## config.mk

```make
export PLATFORM = sky130hd
export DESIGN_NAME = v3alu_sqrt_cell
export DESIGN_NICKNAME = d
export VERILOG_FILES = /design/src/hw/rtl/v3alu_pkg.sv /design/src/hw/rtl/v3alu_sqrt_cell.sv
export SDC_FILE = /design/constraint.sdc
export NUM_CORES = 1
export LEC_CHECK = 0
export ABC_AREA = 1
export BUFFER_PORTS_ARGS = -buffer_cell sky130_fd_sc_hd__clkbuf_2
export CORE_MARGIN = 10
export CORE_UTILIZATION = 25
export CTS_CLUSTER_DIAMETER = 80
export CTS_CLUSTER_SIZE = 28
export DETAILED_ROUTE_END_ITERATION = 10
export SETUP_SLACK_MARGIN = 0.5
export SYNTH_ARGS = -nofsm -noshare
export SYNTH_HDL_FRONTEND = slang
export SYNTH_SLANG_ARGS = --single-unit
```

## constraint.sdc

```tcl
create_clock -name clk -period 3.7 [get_ports clk]
set_clock_uncertainty 0.05 [all_clocks]
set_input_delay 0.74 -clock clk [delete_from_list [all_inputs] [get_ports clk]]
set_output_delay 0.74 -clock clk [all_outputs]
set_load 0.01 [all_outputs]
```

## src/hw/rtl/v3alu_pkg.sv

```systemverilog
// shared constants, types and helpers for the 3d vector alu
`timescale 1ns / 1ps
`default_nettype none
package v3alu_pkg;

  localparam int WORD_BITS = 32;
  localparam int FRAC_BITS = 16;
  // operand of a multiplier: word plus one bit for the distance differences
  localparam int OP_BITS   = WORD_BITS + 1;
  localparam int PROD_BITS = 2 * OP_BITS;
  localparam int EXT_BITS  = PROD_BITS + 1;
  localparam int SUM_BITS  = PROD_BITS + 2;
  localparam int ROOT_BITS = SUM_BITS / 2;
  localparam int REM_BITS  = ROOT_BITS + 2;
  localparam int Q_BITS    = FRAC_BITS + 1;
  localparam int NUM_BITS  = WORD_BITS + FRAC_BITS;
  localparam int DD_BITS   = ROOT_BITS + FRAC_BITS;

  localparam logic [2:0] MODE_ADD   = 3'd0;
  localparam logic [2:0] MODE_SUB   = 3'd1;
  localparam logic [2:0] MODE_MUL   = 3'd2;
  localparam logic [2:0] MODE_SCALE = 3'd3;
  localparam logic [2:0] MODE_NORM  = 3'd4;
  localparam logic [2:0] MODE_CROSS = 3'd5;
  localparam logic [2:0] MODE_LEN   = 3'd6;
  localparam logic [2:0] MODE_DIST  = 3'd7;

  // data that rides along with an item through the root and divide cells
  typedef struct packed {
    logic [2:0]                mode;
    logic                      ov;
    logic [2:0]                neg;
    logic [2:0][WORD_BITS-1:0] vec;
    logic [WORD_BITS-1:0]      mag;
  } side_t;

  typedef struct packed {
    logic                 valid;
    side_t                side;
    logic [SUM_BITS-1:0]  s;
    logic [REM_BITS-1:0]  rem;
    logic [ROOT_BITS-1:0] root;
  } sqrt_t;

  typedef struct packed {
    logic                     valid;
    side_t                    side;
    logic                     lzero;
    logic [DD_BITS-1:0]       dd;
    logic [2:0][NUM_BITS-1:0] rem;
    logic [2:0][Q_BITS-1:0]   q;
  } div_t;

  typedef struct packed {
    logic                 ov;
    logic [WORD_BITS-1:0] val;
  } sat_t;

  function automatic sat_t sat_word(input logic signed [EXT_BITS-1:0] v);
    logic signed [EXT_BITS-1:0] smax;
    logic signed [EXT_BITS-1:0] smin;
    sat_t r;
    smax = {{(EXT_BITS-WORD_BITS+1){1'b0}}, {(WORD_BITS-1){1'b1}}};
    smin = {{(EXT_BITS-WORD_BITS+1){1'b1}}, {(WORD_BITS-1){1'b0}}};
    if (v > smax) begin
      r.ov  = 1'b1;
      r.val = smax[WORD_BITS-1:0];
    end else if (v < smin) begin
      r.ov  = 1'b1;
      r.val = smin[WORD_BITS-1:0];
    end else begin
      r.ov  = 1'b0;
      r.val = v[WORD_BITS-1:0];
    end
    return r;
  endfunction

endpackage
`default_nettype wire

```

## src/hw/rtl/v3alu_sqrt_cell.sv

```systemverilog
// one cell of the square root chain: settles one root bit per stage
`timescale 1ns / 1ps
`default_nettype none
module v3alu_sqrt_cell (
  input  wire logic             clk,
  input  wire logic             rst,
  input  wire logic             en,
  input  wire v3alu_pkg::sqrt_t d_in,
  output v3alu_pkg::sqrt_t      d_out
);

  localparam int SB = v3alu_pkg::SUM_BITS;
  localparam int RB = v3alu_pkg::REM_BITS;
  localparam int TB = v3alu_pkg::ROOT_BITS;

  logic [RB+1:0]     rem_sh;
  logic [RB+1:0]     trial;
  v3alu_pkg::sqrt_t  nxt;

  always_comb begin
    nxt    = d_in;
    rem_sh = {d_in.rem, d_in.s[SB-1:SB-2]};
    trial  = (RB+2)'({d_in.root, 2'b01});
    nxt.s  = {d_in.s[SB-3:0], 2'b00};
    if (rem_sh >= trial) begin
      nxt.rem  = RB'(rem_sh - trial);
      nxt.root = {d_in.root[TB-2:0], 1'b1};
    end else begin
      nxt.rem  = rem_sh[RB-1:0];
      nxt.root = {d_in.root[TB-2:0], 1'b0};
    end
  end

  always_ff @(posedge clk) begin
    if (en) begin
      d_out <= nxt;
    end
    if (rst) begin
      d_out.valid <= 1'b0;
    end
  end

endmodule
`default_nettype wire

```

==> run summary <==
status - complete, no violations
PwrDens - 487 mW/mm2
area delta synth->final - 37.1%
grt ovf - 0
slew margin rel. - 62.5%
sw frac - 29.9%
Yosys reg bits - 272
Ys Warns - 0
Min Clock Period, post-route - 2.56 ns
CTS sink cnt - 272
family with the most delay on the worst path - simple AND/OR/NAND/NOR gates
Post-Syn Area - 0.0116 mm2
flip-flop count of the largest register after layout - 272
Worst Path Buf+Inv - 3
Site Rows - 79
initial antenna violation count - 15
first-pass GRT wire length - 70900 um
Clock power frac - 34.5%
worst slew pin tran - 0.563 ns
placed instance count - 2120
crit-path cells - clkbuf_2 > inv_1 > ha_1 > nand2_1 > nor2_2 > nand2_2 > nor2_4 > nand4_1 > nand2_1 > nor2_2 > buf_4 > nand3_1 > nand2_1
CORE AREA - 0.0463 mm2
Internal - 5.45 mW
Hold-fix buffers, CTS - 0
post-CTS setup buffers - 0
most frequent cell on the critical path - nand2_1
Ports - 551
period utilisation layout - 69.2%
RSZ-0062 raised after global routing - false
Post-Synthesis Cells - 971
DRT Wirelength - 51700 um
Slew Limit Fails - 0
half-perimeter wire length after placement - 43700 um
Fmax - 391 MHz
share of post-route cells with drive strength above 1 - 40.6%
P_sw - 2.32 mW
Worst Hold Class - input port to register
vias in the first global route - 9334
Initial Util - 25.2%
GP Congestion - 0.888
part of the power in combinational logic - 16.8%
largest net degree at the start of global routing - 74
Die Y - 236 um
Final Setup Violations - 0
wire per inst - 23.9 um
die footprint - 0.0556 mm2
Pre-Repair DR Iteration Count - 5
Buffers on Ports - 548
top flop regs - d_out: 272 flops
root buffer cell - clkbuf_16
CTS Buffer Depth - 3
sequential area share after synthesis - 70.1%
gr usage total - 17.6%
die width - 236 um
Leak - 7.60 nW
clock transition at the registers of the reported paths - 0.09 ns
Top reg by flops - d_out
DRC errors left - 0
Iter 0 DRT Violations - 604
vias per cell - 4.26
net total in the final layout - 1850
CP endpoint kind - register
max incr delay on CP - 0.43 ns
Distinct cells, synth - 31
top cell type's share of synthesized area - 69.9%
clock latency at the later pin of the worst-skew pair - 0.54 ns
peak supply drop - 379 uV
fin cells - 2162
Worst setup SP type - input port
post-CTS resize count - 0
Worst Path Required - 4.05 ns
Crit Path Max Fanout - 29
post-route ant nets - 0
CTS tree - yes
Final Hold Viols - 0
area leader, netlist - edfxtp_1
sequential power share - 48.7%
critical path class - input port to register
Area contributors post-synth - edfxtp_1 (70%), nand2_1 (8.7%), inv_1 (4.4%)
htree depth - 1
Total Neg Setup Slack - 0 ns
slowest CP cell - buf_4
Max Cap Viol - 0
Syn Area/Cell - 12.0 um2
via count - 9206
crit path DAT - 2.91 ns
CTS buffer count - 22
synthesized netlist by cell type, drive strengths merged:
cell type / number
ha: 36
nor4: 1
buf: 13
nand3: 80
and2: 1
nand2: 284
conb: 1
nor3: 6
mux2i: 1
xnor2: 1
xor2: 17
edfxtp: 271
nand3b: 9
a21oi: 27
o21bai: 7
dfxtp: 1
nand4: 7
o21a: 1
inv: 135
o21ai: 5
clkinv: 1
nor2: 66
metrics by stage:
step / hold WS [ns] / power (mW) / setup slack, ns / utilization [%] / area [um2]
2_1_floorplan: 0.478 / 4.43 / 1.26 / - / 11600
3_5_place_dp: 0.437 / 5.20 / 0.586 / 32.7 / 15100
3_3_place_gp: 0.432 / 5.19 / 0.606 / 32.7 / 15100
6_report: 0.294 / 7.78 / 1.14 / 34.5 / 16000
5_1_grt: 0.266 / 8.14 / 0.958 / 34.5 / 16000
4_1_cts: 0.262 / 7.93 / 1.15 / 34.5 / 16000
path summary, 6_finish.rpt:
path,startpoint,endpoint,slack (ns),cells past startpoint
worst min-delay path,rst,d_out[273],0.29,2
worst max register to register,d_out[273],d_out[273],3.06,2
worst min register to register,d_out[273],d_out[273],0.46,2
worst max-delay path,d_in[20],d_out[65],1.14,13
worst register-to-register path: cells and delay by family, from the launching register on:
family	cells	cell delay [ns]
AND/OR/NAND/NOR	1	0.05
flip-flops	1	0.32
multiplexers	1	0.12
placed cells by master (no fill, tap or decap), types with 2 or more instances in the layout:
master     synthesis  layout
nor2_2             7       7
nand3_1           69      69
nand3b_1           9       9
nand3_2           11      11
ha_1              36      36
nand4_1            7       7
inv_12             0       2
buf_12             1       3
nor3_1             6       6
clkbuf_2           0     547
o21bai_1           7       7
nor2_4             4       4
buf_4              2       3
edfxtp_1         271     271
a21oi_1           26      26
inv_1            135     135
inv_8              0       2
clkinv_8           0       2
o21ai_0            5       5
conb_1             1       2
clkbuf_16          0      23
nor2_1            55      55
diode_2            0       2
xor2_1            17      17
inv_6              0       2
inv_16             0       5
nand2_1          271     271
nand2_2           12      12
power groups by stage:
stage	Clock (mW)	Combinational [mW]	Sequential [mW]
floorplan	0	0.434	4.00
global placement	0	1.34	3.85
detailed placement	0	1.35	3.86
CTS	2.79	1.36	3.79
global route	2.89	1.43	3.81
finish	2.68	1.31	3.78
layer usage:
layer  track usage (%)  part of all wire, %  vias up
li1                  -                    -     4411
met1              17.4                   35     4362
met2              33.9                   54      332
met3              5.75                  7.6       77
met4              5.42                  3.2       24
met5                 0                 0.30        -
cells by family after synthesis:
family	Yosys count	synth area share [%]
AOI/OAI and AO/OA	40	1.92
xor gates and xnor gates	18	1.35
adders and majority gates	36	3.87
buffers and inverters	149	5.39
DFF	272	70.1
muxes	1	0.0860
other	1	0.0322
and+or+nand+nor	454	17.3
final cells by class:
| class | instances | area [um2] |
|---|---|---|
| clock inverter | 17 | 256 |
| sequential | 272 | 8160 |
| multi-input combinational | 551 | 2860 |
| clock buffer | 23 | 576 |
| fill | 4723 | 30300 |
| tap | 607 | 759 |
| timing repair buffer | 554 | 2840 |
| inverter | 136 | 510 |
| antenna | 2 | 5.00 |
No activity file was read; power rests on OpenSTA's default activity.
