**config.mk**
```make
export PLATFORM = sky130hd
export DESIGN_NAME = v3alu_div_cell
export DESIGN_NICKNAME = d
export VERILOG_FILES = /design/src/hw/rtl/v3alu_pkg.sv /design/src/hw/rtl/v3alu_div_cell.sv
export SDC_FILE = /design/constraint.sdc
export NUM_CORES = 1
export LEC_CHECK = 0
export BUFFER_PORTS_ARGS = -buffer_cell sky130_fd_sc_hd__buf_2
export CORE_AREA = 3 3 301 303
export CTS_CLUSTER_DIAMETER = 100
export DETAILED_ROUTE_END_ITERATION = 8
export DIE_AREA = 0 0 304 306
export PLACE_DENSITY = 0.43
export SETUP_SLACK_MARGIN = 0.02
export SYNTH_ARGS = -nofsm -noshare
export SYNTH_HDL_FRONTEND = slang
export SYNTH_SLANG_ARGS = --single-unit
```
**constraint.sdc**
```tcl
create_clock -name clk -period 5.6 [get_ports clk]
set_clock_uncertainty 0.1 [all_clocks]
set_input_delay 1.68 -clock clk [delete_from_list [all_inputs] [get_ports clk]]
set_output_delay 1.68 -clock clk [all_outputs]
set_load 0.1 [all_outputs]
```
**src/hw/rtl/v3alu_pkg.sv**
```systemverilog
// shared constants, types and helpers for the 3d vector alu
`timescale 1ns / 1ps
`default_nettype none
package v3alu_pkg;

  localparam int WORD_BITS = 32;
  localparam int FRAC_BITS = 16;
  // operand of a multiplier: word plus one bit for the distance differences
  localparam int OP_BITS   = WORD_BITS + 1;
  localparam int PROD_BITS = 2 * OP_BITS;
  localparam int EXT_BITS  = PROD_BITS + 1;
  localparam int SUM_BITS  = PROD_BITS + 2;
  localparam int ROOT_BITS = SUM_BITS / 2;
  localparam int REM_BITS  = ROOT_BITS + 2;
  localparam int Q_BITS    = FRAC_BITS + 1;
  localparam int NUM_BITS  = WORD_BITS + FRAC_BITS;
  localparam int DD_BITS   = ROOT_BITS + FRAC_BITS;

  localparam logic [2:0] MODE_ADD   = 3'd0;
  localparam logic [2:0] MODE_SUB   = 3'd1;
  localparam logic [2:0] MODE_MUL   = 3'd2;
  localparam logic [2:0] MODE_SCALE = 3'd3;
  localparam logic [2:0] MODE_NORM  = 3'd4;
  localparam logic [2:0] MODE_CROSS = 3'd5;
  localparam logic [2:0] MODE_LEN   = 3'd6;
  localparam logic [2:0] MODE_DIST  = 3'd7;

  // data that rides along with an item through the root and divide cells
  typedef struct packed {
    logic [2:0]                mode;
    logic                      ov;
    logic [2:0]                neg;
    logic [2:0][WORD_BITS-1:0] vec;
    logic [WORD_BITS-1:0]      mag;
  } side_t;

  typedef struct packed {
    logic                 valid;
    side_t                side;
    logic [SUM_BITS-1:0]  s;
    logic [REM_BITS-1:0]  rem;
    logic [ROOT_BITS-1:0] root;
  } sqrt_t;

  typedef struct packed {
    logic                     valid;
    side_t                    side;
    logic                     lzero;
    logic [DD_BITS-1:0]       dd;
    logic [2:0][NUM_BITS-1:0] rem;
    logic [2:0][Q_BITS-1:0]   q;
  } div_t;

  typedef struct packed {
    logic                 ov;
    logic [WORD_BITS-1:0] val;
  } sat_t;

  function automatic sat_t sat_word(input logic signed [EXT_BITS-1:0] v);
    logic signed [EXT_BITS-1:0] smax;
    logic signed [EXT_BITS-1:0] smin;
    sat_t r;
    smax = {{(EXT_BITS-WORD_BITS+1){1'b0}}, {(WORD_BITS-1){1'b1}}};
    smin = {{(EXT_BITS-WORD_BITS+1){1'b1}}, {(WORD_BITS-1){1'b0}}};
    if (v > smax) begin
      r.ov  = 1'b1;
      r.val = smax[WORD_BITS-1:0];
    end else if (v < smin) begin
      r.ov  = 1'b1;
      r.val = smin[WORD_BITS-1:0];
    end else begin
      r.ov  = 1'b0;
      r.val = v[WORD_BITS-1:0];
    end
    return r;
  endfunction

endpackage
`default_nettype wire

```
**src/hw/rtl/v3alu_div_cell.sv**
```systemverilog
// one cell of the divide chain: one quotient bit for each of three lanes
`timescale 1ns / 1ps
`default_nettype none
module v3alu_div_cell (
  input  wire logic            clk,
  input  wire logic            rst,
  input  wire logic            en,
  input  wire v3alu_pkg::div_t d_in,
  output v3alu_pkg::div_t      d_out
);

  localparam int NB = v3alu_pkg::NUM_BITS;
  localparam int DB = v3alu_pkg::DD_BITS;
  localparam int QB = v3alu_pkg::Q_BITS;

  logic [DB-1:0]    rem_ext [3];
  v3alu_pkg::div_t  nxt;

  always_comb begin
    nxt    = d_in;
    nxt.dd = d_in.dd >> 1;
    for (int i = 0; i < 3; i++) begin
      rem_ext[i] = DB'(d_in.rem[i]);
      if (rem_ext[i] >= d_in.dd) begin
        nxt.rem[i] = NB'(rem_ext[i] - d_in.dd);
        nxt.q[i]   = {d_in.q[i][QB-2:0], 1'b1};
      end else begin
        nxt.q[i]   = {d_in.q[i][QB-2:0], 1'b0};
      end
    end
  end

  always_ff @(posedge clk) begin
    if (en) begin
      d_out <= nxt;
    end
    if (rst) begin
      d_out.valid <= 1'b0;
    end
  end

endmodule
`default_nettype wire

```
==> summary.md <==
| Metric | Value |
|---|---|
| Post-synth EDFFs | 380 |
| HP Class | register to register |
| Hold Buf Count CTS | 0 |
| Predominant post-synthesis flop cell | edfxtp_1 |
| Die height | 306 um |
| Antenna violations before repair | 34 |
| Fin. Hold Viols | 0 |
| CTS tree | yes |
| Final Cycle Share | 0.9074 |
| Crit path buffers/inverters | 4 |
| TritonCTS buffer count | between 50 and 60 |
| Highest-count cells in the layout ignoring fill and taps | buf_2 (761), edfxtp_1 (380), a21oi_1 (220), nor2_1 (166), nand2_1 (146) |
| Final instance area | 28940 um^2 |
| Minimum clock period | 5.081 ns |
| CP Cell Sequence | buf_2, inv_1, ha_1, nand2_1, or3_1, nor3_1, buf_4, a31oi_1, a31oi_4, buf_12, mux2_2 |
| Synthesized instance count | roughly 1900 |
| Slew Limit Fails | 0 |
| Cell Area, Synth | 21400 um^2 |
| Syn_area_per_cell | 11.17 um^2 |
| Crit-path leading delay family | simple AND/OR/NAND/NOR gates |
| Worst R2R Start | d_out[381] |
| Starting Density | 0.2425 |
| Post-route ant nets | 0 |
| Critical path launch point type | input port |
| Largest regs | d_out (381) |
| Yosys reg bits | 381 |
| Post-synth net total | 2448 |
| Max-Slew Margin vs Limit | 0.3610 |
| First-pass GRT wire length | about 130000 um |
| Peak Freq | 0.1968 GHz |
| Clock root cell | clkbuf_16 |
| Yosys warns | 0 |
| Post-Route WL | 96270 um |
| Worst vdd ir | 0.2561 mV |
| Initial DRC count | between 1000 and 1500 |
| Max incr delay on CP | 0.65 ns |
| Clock transition at the registers of the reported paths | 0.06 ns |
| Crit Path Max Fanout | 54 |
| Share of cells above drive strength 1 | 0.3550 |
| Vias per cell | about 4.7 |
| Cells on Worst Hold Path | 2 |
| Gp weighted congestion | 0.8966 |
| Lkg Pwr | 0.01267 uW |
| Levels on crit path | 11 |
| Drt wl/cell | 24.12 um |
| Buffer count from post-CTS setup fixing | 0 |
| Hold WS | ~0.40 ns |
| Number of global-route vias before repair | 18760 |
| Post-synth ARST share | 0 |
| Max_cap viols | 0 |
| Pwr Density | 357.0 nW/um^2 |
| Area grow syn2layout | 35.24% |
| Crit path required time | 5.86 ns |
| Clk Latency, worst-skew pair | 0.60 ns |
| Worst setup EP type | register |
| Slowest-stage cell, CP | nor3_1 |
| Post-DP HPWL | between 80000 and 90000 um |
| Placement Cell Area | roughly 27000 um^2 |
| Fin util | 0.3280 |
| Top Ports | 767 |
| Critical path class | input port to register |
| Hold path start | d_out[381] |
| Core area | 88240 um^2 |
| # clock sinks | around 380 |
| Horiz. Die Dim | 304 um |
| Setup Viol. Count Final | 0 |
| Worst-case reg-to-reg path depth | 2 |
| Max reg flops | approximately 380 |
| Share of the yosys chip area belonging to registers | 0.5342 |
| Grt total ovfl | 0 |
| Crit path from | d_in[235] |
| Pre-antenna DRT Iters | 5 |
| Post-route DRC violation count | 0 |
| Nets@finish | 3313 |
| Post-synth cell types | 86 |
| H-tree levels | 2 |
| RSZ-0062 raised after global routing | no |
| Cts repair resizes | 0 |
| Rows | about 110 |
| Die ar. | 93020 um^2 |
| # fillers | 9150 |
| Tot GR Track Use | 0.1977 |
| Slew @ Worst Pin | 0.9462 ns |
| I/O Buffers | 762 |
| Largest Register | d_out |
| Largest net degree at the start of global routing | 83 |
| Status | finished clean |
| Most common cell after layout, fill and taps aside | buf_2 |
| Clk buf depth | 3 |
| Crit path DAT | about 5.3 ns |
| Vias | between 15000 and 20000 |
worst min-delay path, delay by kind of cell, from the launching register on:
family,cells,cell delay (ns)
flip-flops,1,0.32
multiplexers,1,0.07
AND/OR/NAND/NOR,1,0.08
routing by layer:
metal,share of wire,wire (um),GRT usage
met1,0.39,37120,0.2221
met2,0.50,48410,0.3561
met3,0.071,6851,0.05782
met4,0.038,3619,0.06908
met5,0.0028,267,0
synthesized netlist by cell type, types with 14 or more instances:
cell,instances,area [um^2]
a31oi_1,19,118.9
buf_2,18,90.09
o21a_1,19,142.6
o21bai_1,29,217.7
edfxtp_1,380,11410
o21ai_1,14,70.07
nand2b_1,15,93.84
o31ai_1,14,105.1
nor2_1,166,623.1
nor3_1,25,125.1
a21oi_1,220,1101
nand4_1,34,212.7
mux2_2,19,214.0
clkbuf_1,32,120.1
xor2_1,50,437.9
xnor2_1,76,665.6
a21o_1,77,578.1
nand2_1,146,548.0
inv_1,95,356.6
o21ai_0,100,500.5
nand3_1,35,175.2
ha_1,144,1802
final cells by class:
class | instances | area (um^2) | area share
antenna | 6 | 15.01 | 0.0005188
clock buffer | 65 | 1329 | 0.04591
clock inverter | 27 | 300.3 | 0.01038
inverter | 95 | 356.6 | 0.01232
multi-input combinational | 1372 | 9266 | 0.3202
sequential | 381 | 11430 | 0.3950
tap | 1165 | 1458 | 0.05037
timing repair buffer | 880 | 4785 | 0.1653
kinds of logic (layout without fill, tap and decap cells):
logic type | Yosys count | in the layout | share of synthesized area
mux | 31 | 31 | 0.01620
compound gates | 583 | 583 | 0.1728
flops | 381 | 381 | 0.5342
simple gates | 484 | 484 | 0.1049
other cells | 1 | 7 | 0.0001752
fa+ha+maj | 147 | 147 | 0.08700
buf+inv | 163 | 1067 | 0.03315
xor+xnor | 126 | 126 | 0.05157
final timing paths:
check | end | slack (ns)
worst max-delay path | d_out[52] | 0.52
worst min register to register | d_out[381] | 0.40
worst max register to register | d_out[381] | 4.91
worst min-delay path | d_out[381] | 0.40
power by group:
group          leakage, uW  switching (uW)  internal (uW)
logic              0.00816            2850            790
registers          0.00373            72.2           3430
clock network     0.000787            1320           1880
stage by stage:
step | power, uW | std cells | setup TNS, ns | setup WS [ns]
2_1_floorplan | 6239 | 1916 | 0 | 0.9364
3_3_place_gp | 7204 | 3893 | -1.315 | -0.1305
3_5_place_dp | 7206 | 3893 | -3.128 | -0.1736
4_1_cts | 10480 | 3985 | 0 | 0.4761
5_1_grt | 10760 | 3987 | 0 | 0.3437
6_report | 10330 | 3991 | 0 | 0.5187
Power figures use the tool's default switching activity.
